--- src/hw/rtl/bba_pkg.sv ---
package bba_pkg;

    // Field widths
    localparam int CNT_W     = 13;
    localparam int IDX_W     = 12;
    localparam int ADDR_W    = 24;
    localparam int ST_W      = 2;
    localparam int CFG_IDX_W = 2;

    // Largest window a 13-bit count register can describe
    localparam int MAX_BLOCKS = (1 << CNT_W) - 1;

    // Bitmap organisation; WORD_BITS must be a power of two
    localparam int WORD_BITS   = 32;
    localparam int WORD_LG     = $clog2(WORD_BITS);
    localparam int BLOCK_BYTES = 4096;

    localparam int NUM_BLOCKS_DEF = 4096;
    localparam int QUEUE_DEPTH    = 2;

    // Configuration register reset values
    localparam logic [CNT_W-1:0] BLOCK_COUNT_RST = CNT_W'(4096);
    localparam logic [CNT_W-1:0] RESERVED_RST    = CNT_W'(1024);

    // Configuration register indexes
    localparam logic [CFG_IDX_W-1:0] CFG_BLOCK_COUNT = CFG_IDX_W'(0);
    localparam logic [CFG_IDX_W-1:0] CFG_RESERVED    = CFG_IDX_W'(1);

    // Request actions
    localparam logic ACT_ALLOC = 1'b0;
    localparam logic ACT_FREE  = 1'b1;

    // Result status codes
    localparam logic [ST_W-1:0] ST_OK       = 2'd0;
    localparam logic [ST_W-1:0] ST_NOFREE   = 2'd1;
    localparam logic [ST_W-1:0] ST_BADIDX   = 2'd2;
    localparam logic [ST_W-1:0] ST_NOTALLOC = 2'd3;

    // Classified command kinds
    localparam logic [1:0] CMD_ALLOC = 2'd0;
    localparam logic [1:0] CMD_FREE  = 2'd1;
    localparam logic [1:0] CMD_BAD   = 2'd2;

    typedef struct packed {
        logic [CNT_W-1:0] base;
        logic [CNT_W-1:0] top;
    } window_t;

    typedef struct packed {
        logic [1:0]       kind;
        logic [CNT_W-1:0] index;
    } cmd_t;

    typedef struct packed {
        logic full;
        logic empty;
    } q_stat_t;

endpackage

--- src/hw/rtl/bba_channels.sv ---
interface blk_req_if;
    import bba_pkg::*;

    logic             valid;
    logic             ready;
    logic             action;
    logic [IDX_W-1:0] block_index;

    modport source (output valid, action, block_index, input ready);
    modport sink   (input valid, action, block_index, output ready);
endinterface


--- src/hw/rtl/bba_front.sv ---
module bba_front (
    blk_req_if.sink          req,
    input  bba_pkg::window_t win,
    input  bba_pkg::q_stat_t q_stat,
    output logic             push,
    output bba_pkg::cmd_t    cmd
);
    import bba_pkg::*;

    logic [CNT_W-1:0] idx_ext;
    logic             out_of_window;

    assign req.ready     = !q_stat.full;
    assign push          = req.valid && !q_stat.full;
    assign idx_ext       = CNT_W'(req.block_index);
    assign out_of_window = (idx_ext < win.base) || (idx_ext >= win.top);

    // Classify the request; reject frees outside the allocatable window here
    always_comb
    begin
        cmd.index = idx_ext;
        if (req.action == ACT_ALLOC)
        begin
            cmd.kind = CMD_ALLOC;
        end
        else if (out_of_window)
        begin
            cmd.kind = CMD_BAD;
        end
        else
        begin
            cmd.kind = CMD_FREE;
        end
    end

endmodule

--- src/flat_wrapper.sv ---
// flat-port wrapper written by rule: the top's interface ports become plain ports
module bba_front_flat import bba_pkg::*;
  (win, q_stat, push, cmd, req_valid, req_action, req_block_index, req_ready);
  blk_req_if req_i ();
  input  bba_pkg::window_t win;
  input  bba_pkg::q_stat_t q_stat;
  output logic push;
  output bba_pkg::cmd_t cmd;
  input wire logic [$bits(req_i.valid)-1:0] req_valid;
  input wire logic [$bits(req_i.action)-1:0] req_action;
  input wire logic [$bits(req_i.block_index)-1:0] req_block_index;
  output wire logic [$bits(req_i.ready)-1:0] req_ready;
  assign req_i.valid = req_valid;
  assign req_i.action = req_action;
  assign req_i.block_index = req_block_index;
  assign req_ready = req_i.ready;
  bba_front u_core (.req(req_i), .win(win), .q_stat(q_stat), .push(push), .cmd(cmd));
endmodule
--- config.mk ---
export PLATFORM = sky130hd
export DESIGN_NAME = bba_front_flat
export DESIGN_NICKNAME = d
export VERILOG_FILES = /design/src/hw/rtl/bba_pkg.sv /design/src/hw/rtl/bba_channels.sv /design/src/hw/rtl/bba_front.sv /design/src/flat_wrapper.sv
export SDC_FILE = /design/constraint.sdc
export NUM_CORES = 1
export LEC_CHECK = 0
export ABC_CLOCK_PERIOD_IN_PS = 2340
export BUFFER_PORTS_ARGS = -buffer_cell sky130_fd_sc_hd__buf_2
export CAP_MARGIN = 20
export CORE_ASPECT_RATIO = 1.1
export CORE_UTILIZATION = 42
export DETAILED_ROUTE_END_ITERATION = 8
export GPL_TIMING_DRIVEN = 0
export PLACE_DENSITY = 0.86
export SLEW_MARGIN = 5
export SYNTH_ARGS = -nofsm -noshare
export SYNTH_HDL_FRONTEND = slang
export SYNTH_SLANG_ARGS = --single-unit
--- constraint.sdc ---
create_clock -name vclk -period 2.34
set_clock_uncertainty 0.2 [all_clocks]
set_input_delay 0.351 -clock vclk [all_inputs]
set_output_delay 0.351 -clock vclk [all_outputs]
set_load 0.05 [all_outputs]
---- Word level (Yosys, flattened, before mapping) ----
Cells that the tools add are included.
word-level totals
  register bits after elaboration ......... 0
  input port bits ......................... 42
  output and inout bits ................... 17
  logic and storage cells ................. 7
operators by class
  $lt $le $gt $ge ......................... 2
  muxes and demuxes ....................... 2
  reductions and logical operators ........ 3
operators by type and width
  kind                                          number
  greater-or-equal comparator 12 x 13 -> 1 bit  1
  < comparator 12 x 13 -> 1 bit                 1
  2-to-1 mux 2 bit                              2
  logical AND 1 bit                             1
  zero test 1 bit                               1
  logical OR 1 bit                              1

---- Depth between registers and ports, before layout ----
  depth in word-level cells ............... 4
  gate-level depth with buffers ........... 7

---- Worst setup path before layout ----
OpenSTA, ideal clock, no wires.
  path kind ............................... input port to output port
  start ................................... input port win[10] in the netlist's numbering
  end ..................................... output port cmd[13] in the netlist's numbering
  arrival ................................. 2.003 ns
  data required time ...................... 1.789 ns
  setup slack ............................. -0.214 ns
  stages on the path ...................... 7
  buffers on the path ..................... 0
  cells stage by stage .................... inv_1 > ha_1 > a211oi_2 > nor3_2 > nor4_2 > a221oi_2 > nor3b_2
RTL lines
  element             RTL line           text
  start: declaration  flat_wrapper.sv:5  input bba_pkg::window_t win;
  end: declaration    flat_wrapper.sv:8  output bba_pkg::cmd_t cmd;

==> flow_summary.ini <==
[route]
drtIter0Drc = 1
wirelength_mm = 1.67
wl_per_cell_um = 9.51
vias_per_cell = 4.74
antenna_left = 0
drc_errors = 0
vias = 834
drt_pass1_iterations = 4

[synthesis]
synth.top_cell.area_share_pct = 39.7
syn-num-nets = 165
syn_area_um2 = 726
synthTopCellsByArea = ha_1 40%, buf_4 13%, inv_1 12%
syn_area_per_cell_um2 = 7.26
yosysSeqAreaShare_pct = 0
yosys_warnings = 0
synthCells = 100
yosysTopAreaCell = ha_1
ys_types = 22

[final_layout]
n_antenna_cell = 0
finalNonFillerCells = 176
final_area_um2 = 1130
finalCoreUtilization_pct = 70.6
nClkBuffers = 0
regArea_um2 = 0
area_delta_synth_final_pct = 55.2
drive_gt1_share_pct = 52.2
seq_cells = 0
multi_input_area_um2 = 586
fin_nets = 226
fill_cells = 137

[global_route]
track_usage_pct = 18.6
grt_max_degree = 4
grt_pass1_vias = 773
grt-ovfl-total = 0
grt_pass1_wl_mm = 2.88
antenna_found_initial = 0

[power]
irDropWorstVdd_mv = 0.122
leakagePower_nw = 0.700
total_power_w = 0.000244
powerDensity_nw_per_um2 = 217

[timing]
finalCritPeriodShare_pct = 102
post-route-min-period_ns = 2.39
finalSetupViolations = 2
rsz0062_at_grt = true
slew_violations = 0
fmax_mhz = 419
hold_slack_ns = 0.813
final-hold-violation-count = 0
fin_ws_ns = -0.0462

[floorplan]
die_x_um = 41.6
start_util_pct = 45.5
core_area_um2 = 1600
dieHeight_um = 45.6
pin_count = 59
die_area_um2 = 1900
rows = 15

[critical_path]
max_stage_delay_ns = 0.25
cp_max_fo = 3
critPathKind = in2out
cpMostUsedCell = buf_6
crit_chain = buf_6 -> inv_4 -> ha_4 -> a211oi_2 -> nor3_2 -> nor4_2 -> a221oi_2 -> buf_4 -> nor3b_4 -> buf_6
crit_path_end_kind = output pin
crit_slowest_cell = a211oi_2
required_ns = 1.79
worstSetupStartpointType = input pin
cp.arrival_ns = 1.84

[outcome]
outcome = complete, but fails checks
violations = setup timing

[min_path]
min_path_cells = 3
min_to = req_ready
hold_path.class = in2out
min_from = q_stat[1]

[place]
gp_congestion = 0.645
hpwl_mm = 1.49
io_buffers = 57
place_area_um2 = 1040
dp_cells = 174

[flow_run]
drv_cap = 0
## metal layers
| metal | GRT usage (%) | share of wire (%) | wire length (µm) |
|---|---|---|---|
| met3 | 1.19 | 6.8 | 113 |
| met1 | 20.2 | 37 | 625 |
| met4 | 1.29 | 0.48 | 8 |
| met2 | 40.6 | 55 | 926 |
| met5 | 0 | 0 | 0 |
## Yosys cell counts, types with 2 or more instances
cell	n
nor2_1	3
nand2_1	6
a21o_1	2
a21oi_1	9
buf_4	13
ha_1	23
nor2b_1	2
o21ai_0	4
inv_1	24
nand4b_1	2
## worst max-delay path: cells and delay by family
family / cells / cell delay, ns
AOI/OAI and AO/OA: 2 / 0.35
adders and majority gates: 1 / 0.20
buffers and inverters: 4 / 0.49
and+or+nand+nor: 3 / 0.45
## cell families after synthesis
group,count (synthesis),synth area share (%)
buffers and inverters,37,25.9
adders and majority gates,23,39.7
AOI/OAI and AO/OA,20,17.9
and+or+nand+nor,19,16.0
other,1,0.517
## cell usage in the layout, fill, tap and decap left out, drive strengths merged
master   n
conb     1
a221oi   1
nand2    6
nor3     2
nor2b    2
o21ai    4
a21o     2
nor3b    1
nand2b   1
a21oi    9
a31oi    1
nand4b   2
a41oi    1
nor2     3
buf     72
inv     24
o21a     1
or3      1
nor4     1
ha      23
a211oi   1
## what timing repair did
action,4_1_cts,5_1_grt
gates cloned,0,0
pin swaps,8,2
setup endpoints to repair,2,2
setup buffers,2,0
hold buffers,0,0
gates resized for setup,13,3
## where the power goes
part	switching (W)	internal (W)
logic	0.000138	0.000107
clock network	0	0
registers	0	0
## per-stage QoR
| stage | TNS, ns | worst slack, ns |
|---|---|---|
| after floorplan | -0.0502 | -0.0502 |
| after global placement | -0.451 | -0.286 |
| after detailed placement | -0.545 | -0.299 |
| after CTS | -0.105 | -0.0584 |
| after global routing | -0.274 | -0.138 |
| final | -0.0907 | -0.0462 |
## how the worst max path moves through the flow
| stage | from | endpoint |
|---|---|---|
| final | win[10] | cmd[13] |
| after global routing | win[10] | cmd[13] |
| after CTS | win[10] | cmd[14] |
| after detailed placement | req_block_index[2] | cmd[14] |
| after global placement | req_block_index[2] | cmd[14] |
| after floorplan | win[10] | cmd[13] |
## layout make-up
cell class / count / share of cell area (%)
plain buffers: 13 / 8.67
inverters: 24 / 8.22
multi-input cells: 63 / 52.0
well taps: 17 / 1.89
repair buffers: 59 / 29.2
No activity file was read; power rests on OpenSTA's default activity.
