File: config.mk
export PLATFORM = sky130hd
export DESIGN_NAME = bba_queue
export DESIGN_NICKNAME = d
export VERILOG_FILES = /design/src/hw/rtl/bba_pkg.sv /design/src/hw/rtl/bba_queue.sv
export SDC_FILE = /design/constraint.sdc
export NUM_CORES = 1
export LEC_CHECK = 0
export BUFFER_PORTS_ARGS = -buffer_cell sky130_fd_sc_hd__buf_2
export CORE_ASPECT_RATIO = 1.25
export CORE_MARGIN = 2
export CORE_UTILIZATION = 50
export DETAILED_ROUTE_END_ITERATION = 10
export PLACE_DENSITY = 0.77
export SKIP_CTS_REPAIR_TIMING = 1
export SLEW_MARGIN = 40
export SYNTH_ARGS = -nofsm -noshare
export SYNTH_HDL_FRONTEND = slang
export SYNTH_SLANG_ARGS = --single-unit
File: constraint.sdc
create_clock -name clk -period 2 [get_ports clk]
set_clock_uncertainty 0.15 [all_clocks]
set_input_delay 0.6 -clock clk [delete_from_list [all_inputs] [get_ports clk]]
set_output_delay 0.6 -clock clk [all_outputs]
set_load 0.005 [all_outputs]
File: src/hw/rtl/bba_pkg.sv
package bba_pkg;

    // Field widths
    localparam int CNT_W     = 13;
    localparam int IDX_W     = 12;
    localparam int ADDR_W    = 24;
    localparam int ST_W      = 2;
    localparam int CFG_IDX_W = 2;

    // Largest window a 13-bit count register can describe
    localparam int MAX_BLOCKS = (1 << CNT_W) - 1;

    // Bitmap organisation; WORD_BITS must be a power of two
    localparam int WORD_BITS   = 32;
    localparam int WORD_LG     = $clog2(WORD_BITS);
    localparam int BLOCK_BYTES = 4096;

    localparam int NUM_BLOCKS_DEF = 4096;
    localparam int QUEUE_DEPTH    = 2;

    // Configuration register reset values
    localparam logic [CNT_W-1:0] BLOCK_COUNT_RST = CNT_W'(4096);
    localparam logic [CNT_W-1:0] RESERVED_RST    = CNT_W'(1024);

    // Configuration register indexes
    localparam logic [CFG_IDX_W-1:0] CFG_BLOCK_COUNT = CFG_IDX_W'(0);
    localparam logic [CFG_IDX_W-1:0] CFG_RESERVED    = CFG_IDX_W'(1);

    // Request actions
    localparam logic ACT_ALLOC = 1'b0;
    localparam logic ACT_FREE  = 1'b1;

    // Result status codes
    localparam logic [ST_W-1:0] ST_OK       = 2'd0;
    localparam logic [ST_W-1:0] ST_NOFREE   = 2'd1;
    localparam logic [ST_W-1:0] ST_BADIDX   = 2'd2;
    localparam logic [ST_W-1:0] ST_NOTALLOC = 2'd3;

    // Classified command kinds
    localparam logic [1:0] CMD_ALLOC = 2'd0;
    localparam logic [1:0] CMD_FREE  = 2'd1;
    localparam logic [1:0] CMD_BAD   = 2'd2;

    typedef struct packed {
        logic [CNT_W-1:0] base;
        logic [CNT_W-1:0] top;
    } window_t;

    typedef struct packed {
        logic [1:0]       kind;
        logic [CNT_W-1:0] index;
    } cmd_t;

    typedef struct packed {
        logic full;
        logic empty;
    } q_stat_t;

endpackage

File: src/hw/rtl/bba_queue.sv
module bba_queue #(
    parameter int DEPTH = bba_pkg::QUEUE_DEPTH
) (
    input  logic             clk,
    input  logic             rst_n,
    input  logic             push,
    input  bba_pkg::cmd_t    push_cmd,
    input  logic             pop,
    output bba_pkg::cmd_t    pop_cmd,
    output bba_pkg::q_stat_t stat
);
    import bba_pkg::*;

    localparam int PW = (DEPTH > 1) ? $clog2(DEPTH) : 1;

    cmd_t          entry_reg [DEPTH];
    logic [PW-1:0] wr_ptr_reg;
    logic [PW-1:0] rd_ptr_reg;
    logic [PW:0]   count_reg;
    logic          do_push;
    logic          do_pop;

    assign stat.full  = (count_reg == (PW+1)'(DEPTH));
    assign stat.empty = (count_reg == '0);
    assign do_push    = push && !stat.full;
    assign do_pop     = pop && !stat.empty;
    assign pop_cmd    = entry_reg[rd_ptr_reg];

    // Store the incoming command
    always_ff @(posedge clk)
    begin
        if (do_push)
        begin
            entry_reg[wr_ptr_reg] <= push_cmd;
        end
    end

    // Advance pointers and occupancy
    always_ff @(posedge clk or negedge rst_n)
    begin
        if (!rst_n)
        begin
            wr_ptr_reg <= '0;
            rd_ptr_reg <= '0;
            count_reg  <= '0;
        end
        else
        begin
            if (do_push)
            begin
                wr_ptr_reg <= (wr_ptr_reg == PW'(DEPTH - 1)) ? '0 : wr_ptr_reg + 1'b1;
            end
            if (do_pop)
            begin
                rd_ptr_reg <= (rd_ptr_reg == PW'(DEPTH - 1)) ? '0 : rd_ptr_reg + 1'b1;
            end
            if (do_push && !do_pop)
            begin
                count_reg <= count_reg + 1'b1;
            end
            else if (do_pop && !do_push)
            begin
                count_reg <= count_reg - 1'b1;
            end
        end
    end

endmodule

## Word level (Yosys, flattened, before mapping)

Memory sizes are Yosys's and may differ from the RTL's.
Index checks and enable logic that the tools add are counted.

- Output and inout port bits: 17
- Memories: 1
- Word-level logic and storage cells: 25
- Bits in registers: 4
- Input port bits: 19
- Bits in writable memories: 30

- Reduce and logical (&&, ||, !) cells: 10
- Multiplexer cells: 6
- $add $sub $neg: 4
- Eq/ne operators: 1

Memories:

| name | depth | width | read ports | clocked after memory_dff | write ports | line | RTL |
|---|---|---|---|---|---|---|---|
| entry_reg | 2 | 15 | 1 | 0 | 1 | bba_queue.sv:16 | `cmd_t entry_reg [DEPTH];` |

Operator list:

| operator | count |
|---|---|
| 1-bit logical AND | 4 |
| 1-bit zero test | 4 |
| 1-bit 2-to-1 mux | 4 |
| 2-bit 2-to-1 mux | 2 |
| 1-bit adder, second input constant | 2 |
| 2-bit by 1-bit adder with 2-bit output, second input constant | 1 |
| 2-bit equality test, second input constant | 1 |
| 2-bit zero test | 1 |
| 2-bit nonzero test | 1 |
| 2-bit by 1-bit subtractor with 2-bit output, second input constant | 1 |

## Longest topological paths before layout

Gate-level depths: netlist of the first run.

- Depth after elaboration: 7
- Gate-level depth with buffers: 7
- Gate-level depth less buffers: 7

## Worst setup path after synthesis of the first run

Ideal clock, no wire load.

- Path kind: input port to flip-flop
- Start point: input port push
- End point: memory entry_reg[0][0] in the netlist's numbering (enable)
- Setup time: 0.386 ns
- Path buffers: 0
- Arrival time: 1.341 ns
- Data required time: 1.464 ns
- Stages: 2
- Path slack: 0.122 ns
- Cells stage by stage: nand2_1 -> nor2_1

- Word-level cells in the longest chain between the ends: 3

Ends and longest elaborated chain:

| what | line | RTL |
|---|---|---|
| start, declared | bba_queue.sv:6 | `input logic push,` |
| 1-bit logical AND | bba_queue.sv:25 | `assign do_push = push && !stat.full;` |
| 1-bit 2-to-1 mux | bba_queue.sv:32 | `if (do_push)` |
| 1-bit 2-to-1 mux (implied by the code) | bba_queue.sv:34 | `entry_reg[wr_ptr_reg] <= push_cmd;` |
| end, declared | bba_queue.sv:16 |  |

Every way passes these cells.

==> results.py, run 1 <==
metrics = {
    "timing": {
        "slew-limit-headroom_pct": 83.6,
        "fmax_mhz": 479,
        "setup_ws_ns": -0.0888,
        "tightest_slew_ns": 0.245,
        "timing.final.crit_share_pct": 104,
        "drv_slew": 0,
        "final-setup-viol-count": 15,
        "fin_crit_ns": 2.09,
        "rsz0062_at_grt": "yes",
        "hold_violations": 0,
    },
    "power": {
        "peakVddDrop_uv": 867,
        "power_density_nw_per_um2": 1360,
        "p_leak_nw": 0.716,
        "total_power_w": 0.00231,
    },
    "worst_setup_path": {
        "worstSetupEndpointType": "primary output",
        "path_class": "reg -> out",
        "cp-start-kind": "flip-flop",
        "required_ns": 1.25,
        "cp.arrival_ns": 1.34,
        "crit_fanout": 7,
    },
    "finish": {
        "num_antenna_cells": 0,
        "layout_commonest_cell": "edfxtp_1",
        "syn_to_final_growth_pct": 27.0,
        "final_cells": 148,
        "final_core_util_pct": 68.2,
        "final_nets": 134,
        "most-common-layout-cells": "edfxtp_1, buf_2, mux2_4",
        "fin_area_um2": 1690,
        "drive_gt1_share_pct": 55.7,
        "nFillCells": 169,
        "largest_reg_flops": 30,
    },
    "global_routing": {
        "overflow": 0,
        "grtUsageTotal_pct": 14.7,
        "met2_usage_pct": 25.4,
        "grt_pass1_vias": 694,
        "grt_max_degree": 11,
        "antenna_found_initial": 0,
        "grt_use_met3_pct": 5.98,
        "grt_pass1_wl_um": 3030,
        "grt_use_met1_pct": 15.0,
        "gr-max-usage-layer": "met2",
    },
    "route": {
        "wl_per_cell_um": 13.9,
        "avgViaCountPerCell": 4.74,
        "drc": 0,
        "drt_iter0_drc": 13,
        "wirelength_um": 2060,
        "ant_nets": 0,
        "vias": 702,
        "dr.pass1.iters": 3,
    },
    "synthesis": {
        "synth_area_um2": 1330,
        "synth_seq_cells": 34,
        "synthCells": 66,
        "ys_seq_area_share_pct": 75.2,
        "synthDistinctLibCells": 15,
        "synthesis.nets": 86,
        "ys_warn_count": 0,
        "synth.avg_cell_area_um2": 20.2,
    },
    "die": {
        "die_w_um": 50.2,
        "core_um2": 2480,
        "start_util_pct": 53.7,
        "dieArea_um2": 3090,
        "io-pin-count": 36,
        "row_count": 20,
        "die_h_um": 61.7,
    },
    "clock_tree": {
        "cts.sink_count": 34,
        "root_buffer": "clkbuf_4",
        "clk_path_buf_depth": 2,
        "cts_tree": "built",
        "clk_pin_slew_ns": 0.09,
        "cts_buffers": 5,
        "htreeDepth": 2,
        "insertion_delay_ns": 0.32,
    },
    "placement": {
        "port_buffers": 35,
        "pre_cts_ws_ns": 0.245,
        "hpwl_um": 1440,
        "place.gp.congestion": 0.581,
        "placed_area_um2": 1560,
        "placedCellCount": 138,
    },
    "worst_hold_path": {
        "worstHoldPathType": "in -> reg",
    },
    "outcome": {
        "status": "complete, but fails checks",
        "violations": "setup timing",
    },
    "job": {
        "cap_violations": 0,
    },
}
-- power breakdown --
group          internal (W)  switching, W
Sequential         0.000983     0.0000820
Clock              0.000132      0.000201
Combinational      0.000546      0.000364
Total               0.00166      0.000646
-- cells in the mapped netlist --
library cell  count  share of area (%)
mux2_2            6                5.1
and3_1            1               0.47
inv_1             2               0.56
dfrtp_1           4                7.5
mux2_4            9                 10
buf_12            1                1.5
nand2b_1          1               0.47
nand2_1           1               0.28
xnor2_1           3                2.0
o21ai_1           1               0.38
nor2_1            3               0.85
buf_6             1               0.85
ha_1              1               0.94
edfxtp_1         30                 68
xor2_1            2                1.3
-- metrics by stage --
stage | TNS [ns] | hold slack (ns)
after global placement | 0 | 0.260
after detailed placement | 0 | 0.266
after floorplan | 0 | 0.154
after global routing | -1.94 | 0.289
after CTS | -1.45 | -0.0981
final | -1.16 | 0.311
-- final cells by class --
cell class | instances | area (um^2) | area share [%]
flip-flops and latches | 34 | 1000 | 59.3
well taps | 33 | 41.3 | 2.44
inverters | 2 | 7.51 | 0.444
clock buffers | 6 | 41.3 | 2.44
clock inverters | 2 | 8.76 | 0.518
repair buffers | 43 | 287 | 17.0
multi-input cells | 28 | 303 | 17.9
-- cells by family (layout without fill, tap and decap cells) --
group / after synthesis / count (layout) / synth area share [%]
compound gates: 1 / 1 / 0.376
xor+xnor: 5 / 5 / 3.29
fa+ha+maj: 1 / 1 / 0.940
buf+inv: 4 / 53 / 2.91
flops: 34 / 34 / 75.2
mux: 15 / 15 / 15.2
simple gates: 6 / 6 / 2.07
-- per-layer routing --
metal  wire, um  vias up
met3         92        5
met2       1110       19
met5          0        -
met4         46        0
li1           -      342
met1        803      336
-- worst max-delay path: stages, from the launching register on --
cell,delay [ns]
dfrtp_2,0.44
buf_6,0.15
mux2_4,0.29
buf_2,0.12
-- final timing paths --
path,from,end,slack [ns],cells past startpoint
max,rd_ptr_reg,pop_cmd[11],-0.09,3
min,push_cmd[3],entry_reg[1][3],0.31,1
max reg2reg,count_reg[0],count_reg[1],0.36,7
min reg2reg,wr_ptr_reg,wr_ptr_reg,0.38,1
max in group asynchronous,rst_n,rd_ptr_reg,1.11,2
min in group asynchronous,rst_n,count_reg[1],0.45,2
No activity file was read; power rests on OpenSTA's default activity.
==> run 2: changes to the inputs <==
--- a/config.mk
+++ b/config.mk
@@ -5,6 +5,7 @@
 export SDC_FILE = /design/constraint.sdc
 export NUM_CORES = 1
 export LEC_CHECK = 0
+export ABC_AREA = 1
 export BUFFER_PORTS_ARGS = -buffer_cell sky130_fd_sc_hd__buf_2
 export CORE_ASPECT_RATIO = 1.25
 export CORE_MARGIN = 2
==> run 2 against run 1 <==
The run now ends clean. Die area barely moved. Sequential power barely moved. Critical path type unchanged. Core utilization fell by 0.25 points. Register-to-register slack improved by 0.07 ns. Combinational power fell by 7.6%. Hold slack got worse by 0.011 ns. Final cell count rose by 30%.
==> results.py, run 2 <==
metrics = {
    "synthesis": {
        "ys_warn_count": 0,
        "synth-edff-count": 30,
        "yosysTopAreaCell": "edfxtp_1",
        "synth.most_common_cell": "nand2_1",
        "synth_seq_cells": 34,
        "synth_area_um2": 1330,
        "synthesis.nets": 130,
        "async_flop_share_pct": 11.8,
        "ys.flop_type": "edfxtp_1",
        "synth.avg_cell_area_um2": 12.1,
        "netlist.area_leader.share_pct": 67.6,
        "ys_seq_area_share_pct": 75.1,
        "synthTopCellsByCount": "nand2_1, edfxtp_1, inv_1, dfrtp_1",
        "yosys-top-cells-area": "edfxtp_1, nand2_1, dfrtp_1",
        "synthCells": 110,
        "synthDistinctLibCells": 17,
    },
    "power": {
        "clockPowerShare_pct": 17.7,
        "peakVddDrop_uv": 959,
        "power_density_nw_per_um2": 1380,
        "seq_power_share_pct": 46.2,
        "total_power_w": 0.00233,
        "switching_share_pct": 33.8,
        "p_leak_nw": 0.778,
        "netSwitchingPower_w": 0.000787,
        "combPwrFrac_pct": 36.1,
        "p_int_w": 0.00154,
    },
    "finish": {
        "num_antenna_cells": 0,
        "layout_commonest_cell": "nand2_1",
        "most-common-layout-cells": "nand2_1, buf_2, edfxtp_1",
        "final_core_util_pct": 68.0,
        "final_nets": 178,
        "drive_gt1_share_pct": 36.5,
        "largest_reg_flops": 30,
        "syn_to_final_growth_pct": 26.4,
    },
    "worst_setup_path": {
        "crit_top_cell": "nand2_1",
        "cp-start-kind": "flip-flop",
        "cp.arrival_ns": 1.21,
        "rrSetupSlack_ns": 0.43,
        "required_ns": 1.25,
        "slowest_delay_ns": 0.48,
        "path_class": "reg -> out",
        "worstSetupEndpointType": "primary output",
        "crit_fanout": 10,
        "r2r_start": "count_reg[0]",
        "r2r_cells": 7,
        "crit_start": "rd_ptr_reg",
        "slowest_stage": "dfrtp_2",
        "worstReg2RegEnd": "count_reg[1]",
        "path_cells": "buf_6, nand2_1, nand2_1, buf_2",
        "crit_path_end": "pop_cmd[7]",
    },
    "worst_hold_path": {
        "worstHoldPathType": "in -> reg",
        "hp-start": "push_cmd[5]",
    },
    "clock_tree": {
        "htreeDepth": 2,
        "cts_buffers": 5,
        "clk_path_buf_depth": 2,
        "clk_pin_slew_ns": 0.09,
        "cts.sink_count": 34,
        "root_buffer": "clkbuf_4",
        "insertion_delay_ns": 0.33,
        "cts_tree": "built",
    },
    "job": {
        "cap_violations": 0,
    },
    "route": {
        "vias": 914,
        "ant_nets": 0,
        "dr.pass1.iters": 6,
        "avgViaCountPerCell": 4.76,
        "wirelength_um": 2400,
        "drt_iter0_drc": 19,
        "drc": 0,
        "wl_per_cell_um": 12.5,
    },
    "timing": {
        "rsz0062_at_grt": "yes",
        "fmax_mhz": 510,
        "setup_ws_ns": 0.0405,
        "final-setup-viol-count": 0,
        "tightest_slew_ns": 0.255,
        "hold_violations": 0,
        "timing.final.crit_share_pct": 98.0,
        "drv_slew": 0,
        "slew-limit-headroom_pct": 83.0,
        "fin_crit_ns": 1.96,
    },
    "global_routing": {
        "met2_usage_pct": 30.6,
        "grt_use_met3_pct": 4.07,
        "grt_max_degree": 17,
        "grt_use_met1_pct": 16.9,
        "grt_pass1_vias": 894,
        "antenna_found_initial": 0,
        "gr-max-usage-layer": "met2",
        "grt_pass1_wl_um": 3580,
        "grtUsageTotal_pct": 16.9,
        "overflow": 0,
    },
    "die": {
        "row_count": 20,
        "dieArea_um2": 3100,
        "die_w_um": 50.2,
        "start_util_pct": 53.8,
        "io-pin-count": 36,
        "die_h_um": 61.7,
        "core_um2": 2480,
    },
    "placement": {
        "hpwl_um": 1710,
        "place.gp.congestion": 0.672,
        "port_buffers": 35,
        "pre_cts_ws_ns": 0.292,
    },
    "outcome": {
        "status": "completed",
    },
}
run 2: power by group through the flow:
stage | logic (W) | clock network, W | registers (W)
floorplan | 0.000485 | 0 | 0.00105
global placement | 0.000762 | 0 | 0.00106
detailed placement | 0.000796 | 0 | 0.00107
CTS | 0.000799 | 0.000418 | 0.00105
global route | 0.000954 | 0.000446 | 0.00110
finish | 0.000841 | 0.000413 | 0.00108
run 2: routing by layer:
metal  wire, um  up-vias
li1           -      459
met3        160        6
met2       1240       32
met1        955      417
met4         44        0
met5          0        -
run 2: final cells by class:
class	instances	area (um^2)
clock buffer	7	65.1
clock inverter	1	3.75
fill	190	793
inverter	8	35.0
multi-input combinational	65	285
sequential	34	1000
tap	33	41.3
timing repair buffer	43	245
timing repair inverter	1	6.26
run 2: how the worst min path moves through the flow:
stage,endpoint,slack (ns),depth (start not counted)
after floorplan,count_reg[0],0.15,0
after global placement,wr_ptr_reg,0.26,1
after detailed placement,wr_ptr_reg,0.27,1
after CTS,wr_ptr_reg,-0.1,1
after global routing,entry_reg[1][0],0.28,1
final,entry_reg[1][5],0.30,1
run 2: cells by family after synthesis:
family	after synthesis	synth area share, %
fa+ha+maj	1	0.939
compound gates	2	0.751
simple gates	61	18.5
xor+xnor	1	0.657
flops	34	75.1
buf+inv	11	4.04
run 2: stage by stage:
stage / cells / setup TNS (ns) / hold WS (ns) / cell area (um^2)
detailed placement: 181 / 0 / 0.267 / 1570
CTS: 189 / -0.0717 / -0.0985 / 1640
finish: 192 / 0 / 0.300 / 1680
floorplan: 110 / 0 / 0.154 / 1330
global placement: 181 / 0 / 0.261 / 1570
global route: 192 / -0.289 / 0.280 / 1680
run 2: critical path: cells and delay by family (launching register included):
family	cells	cell delay, ns
buffers and inverters	2	0.29
DFF	1	0.48
and+or+nand+nor	2	0.12
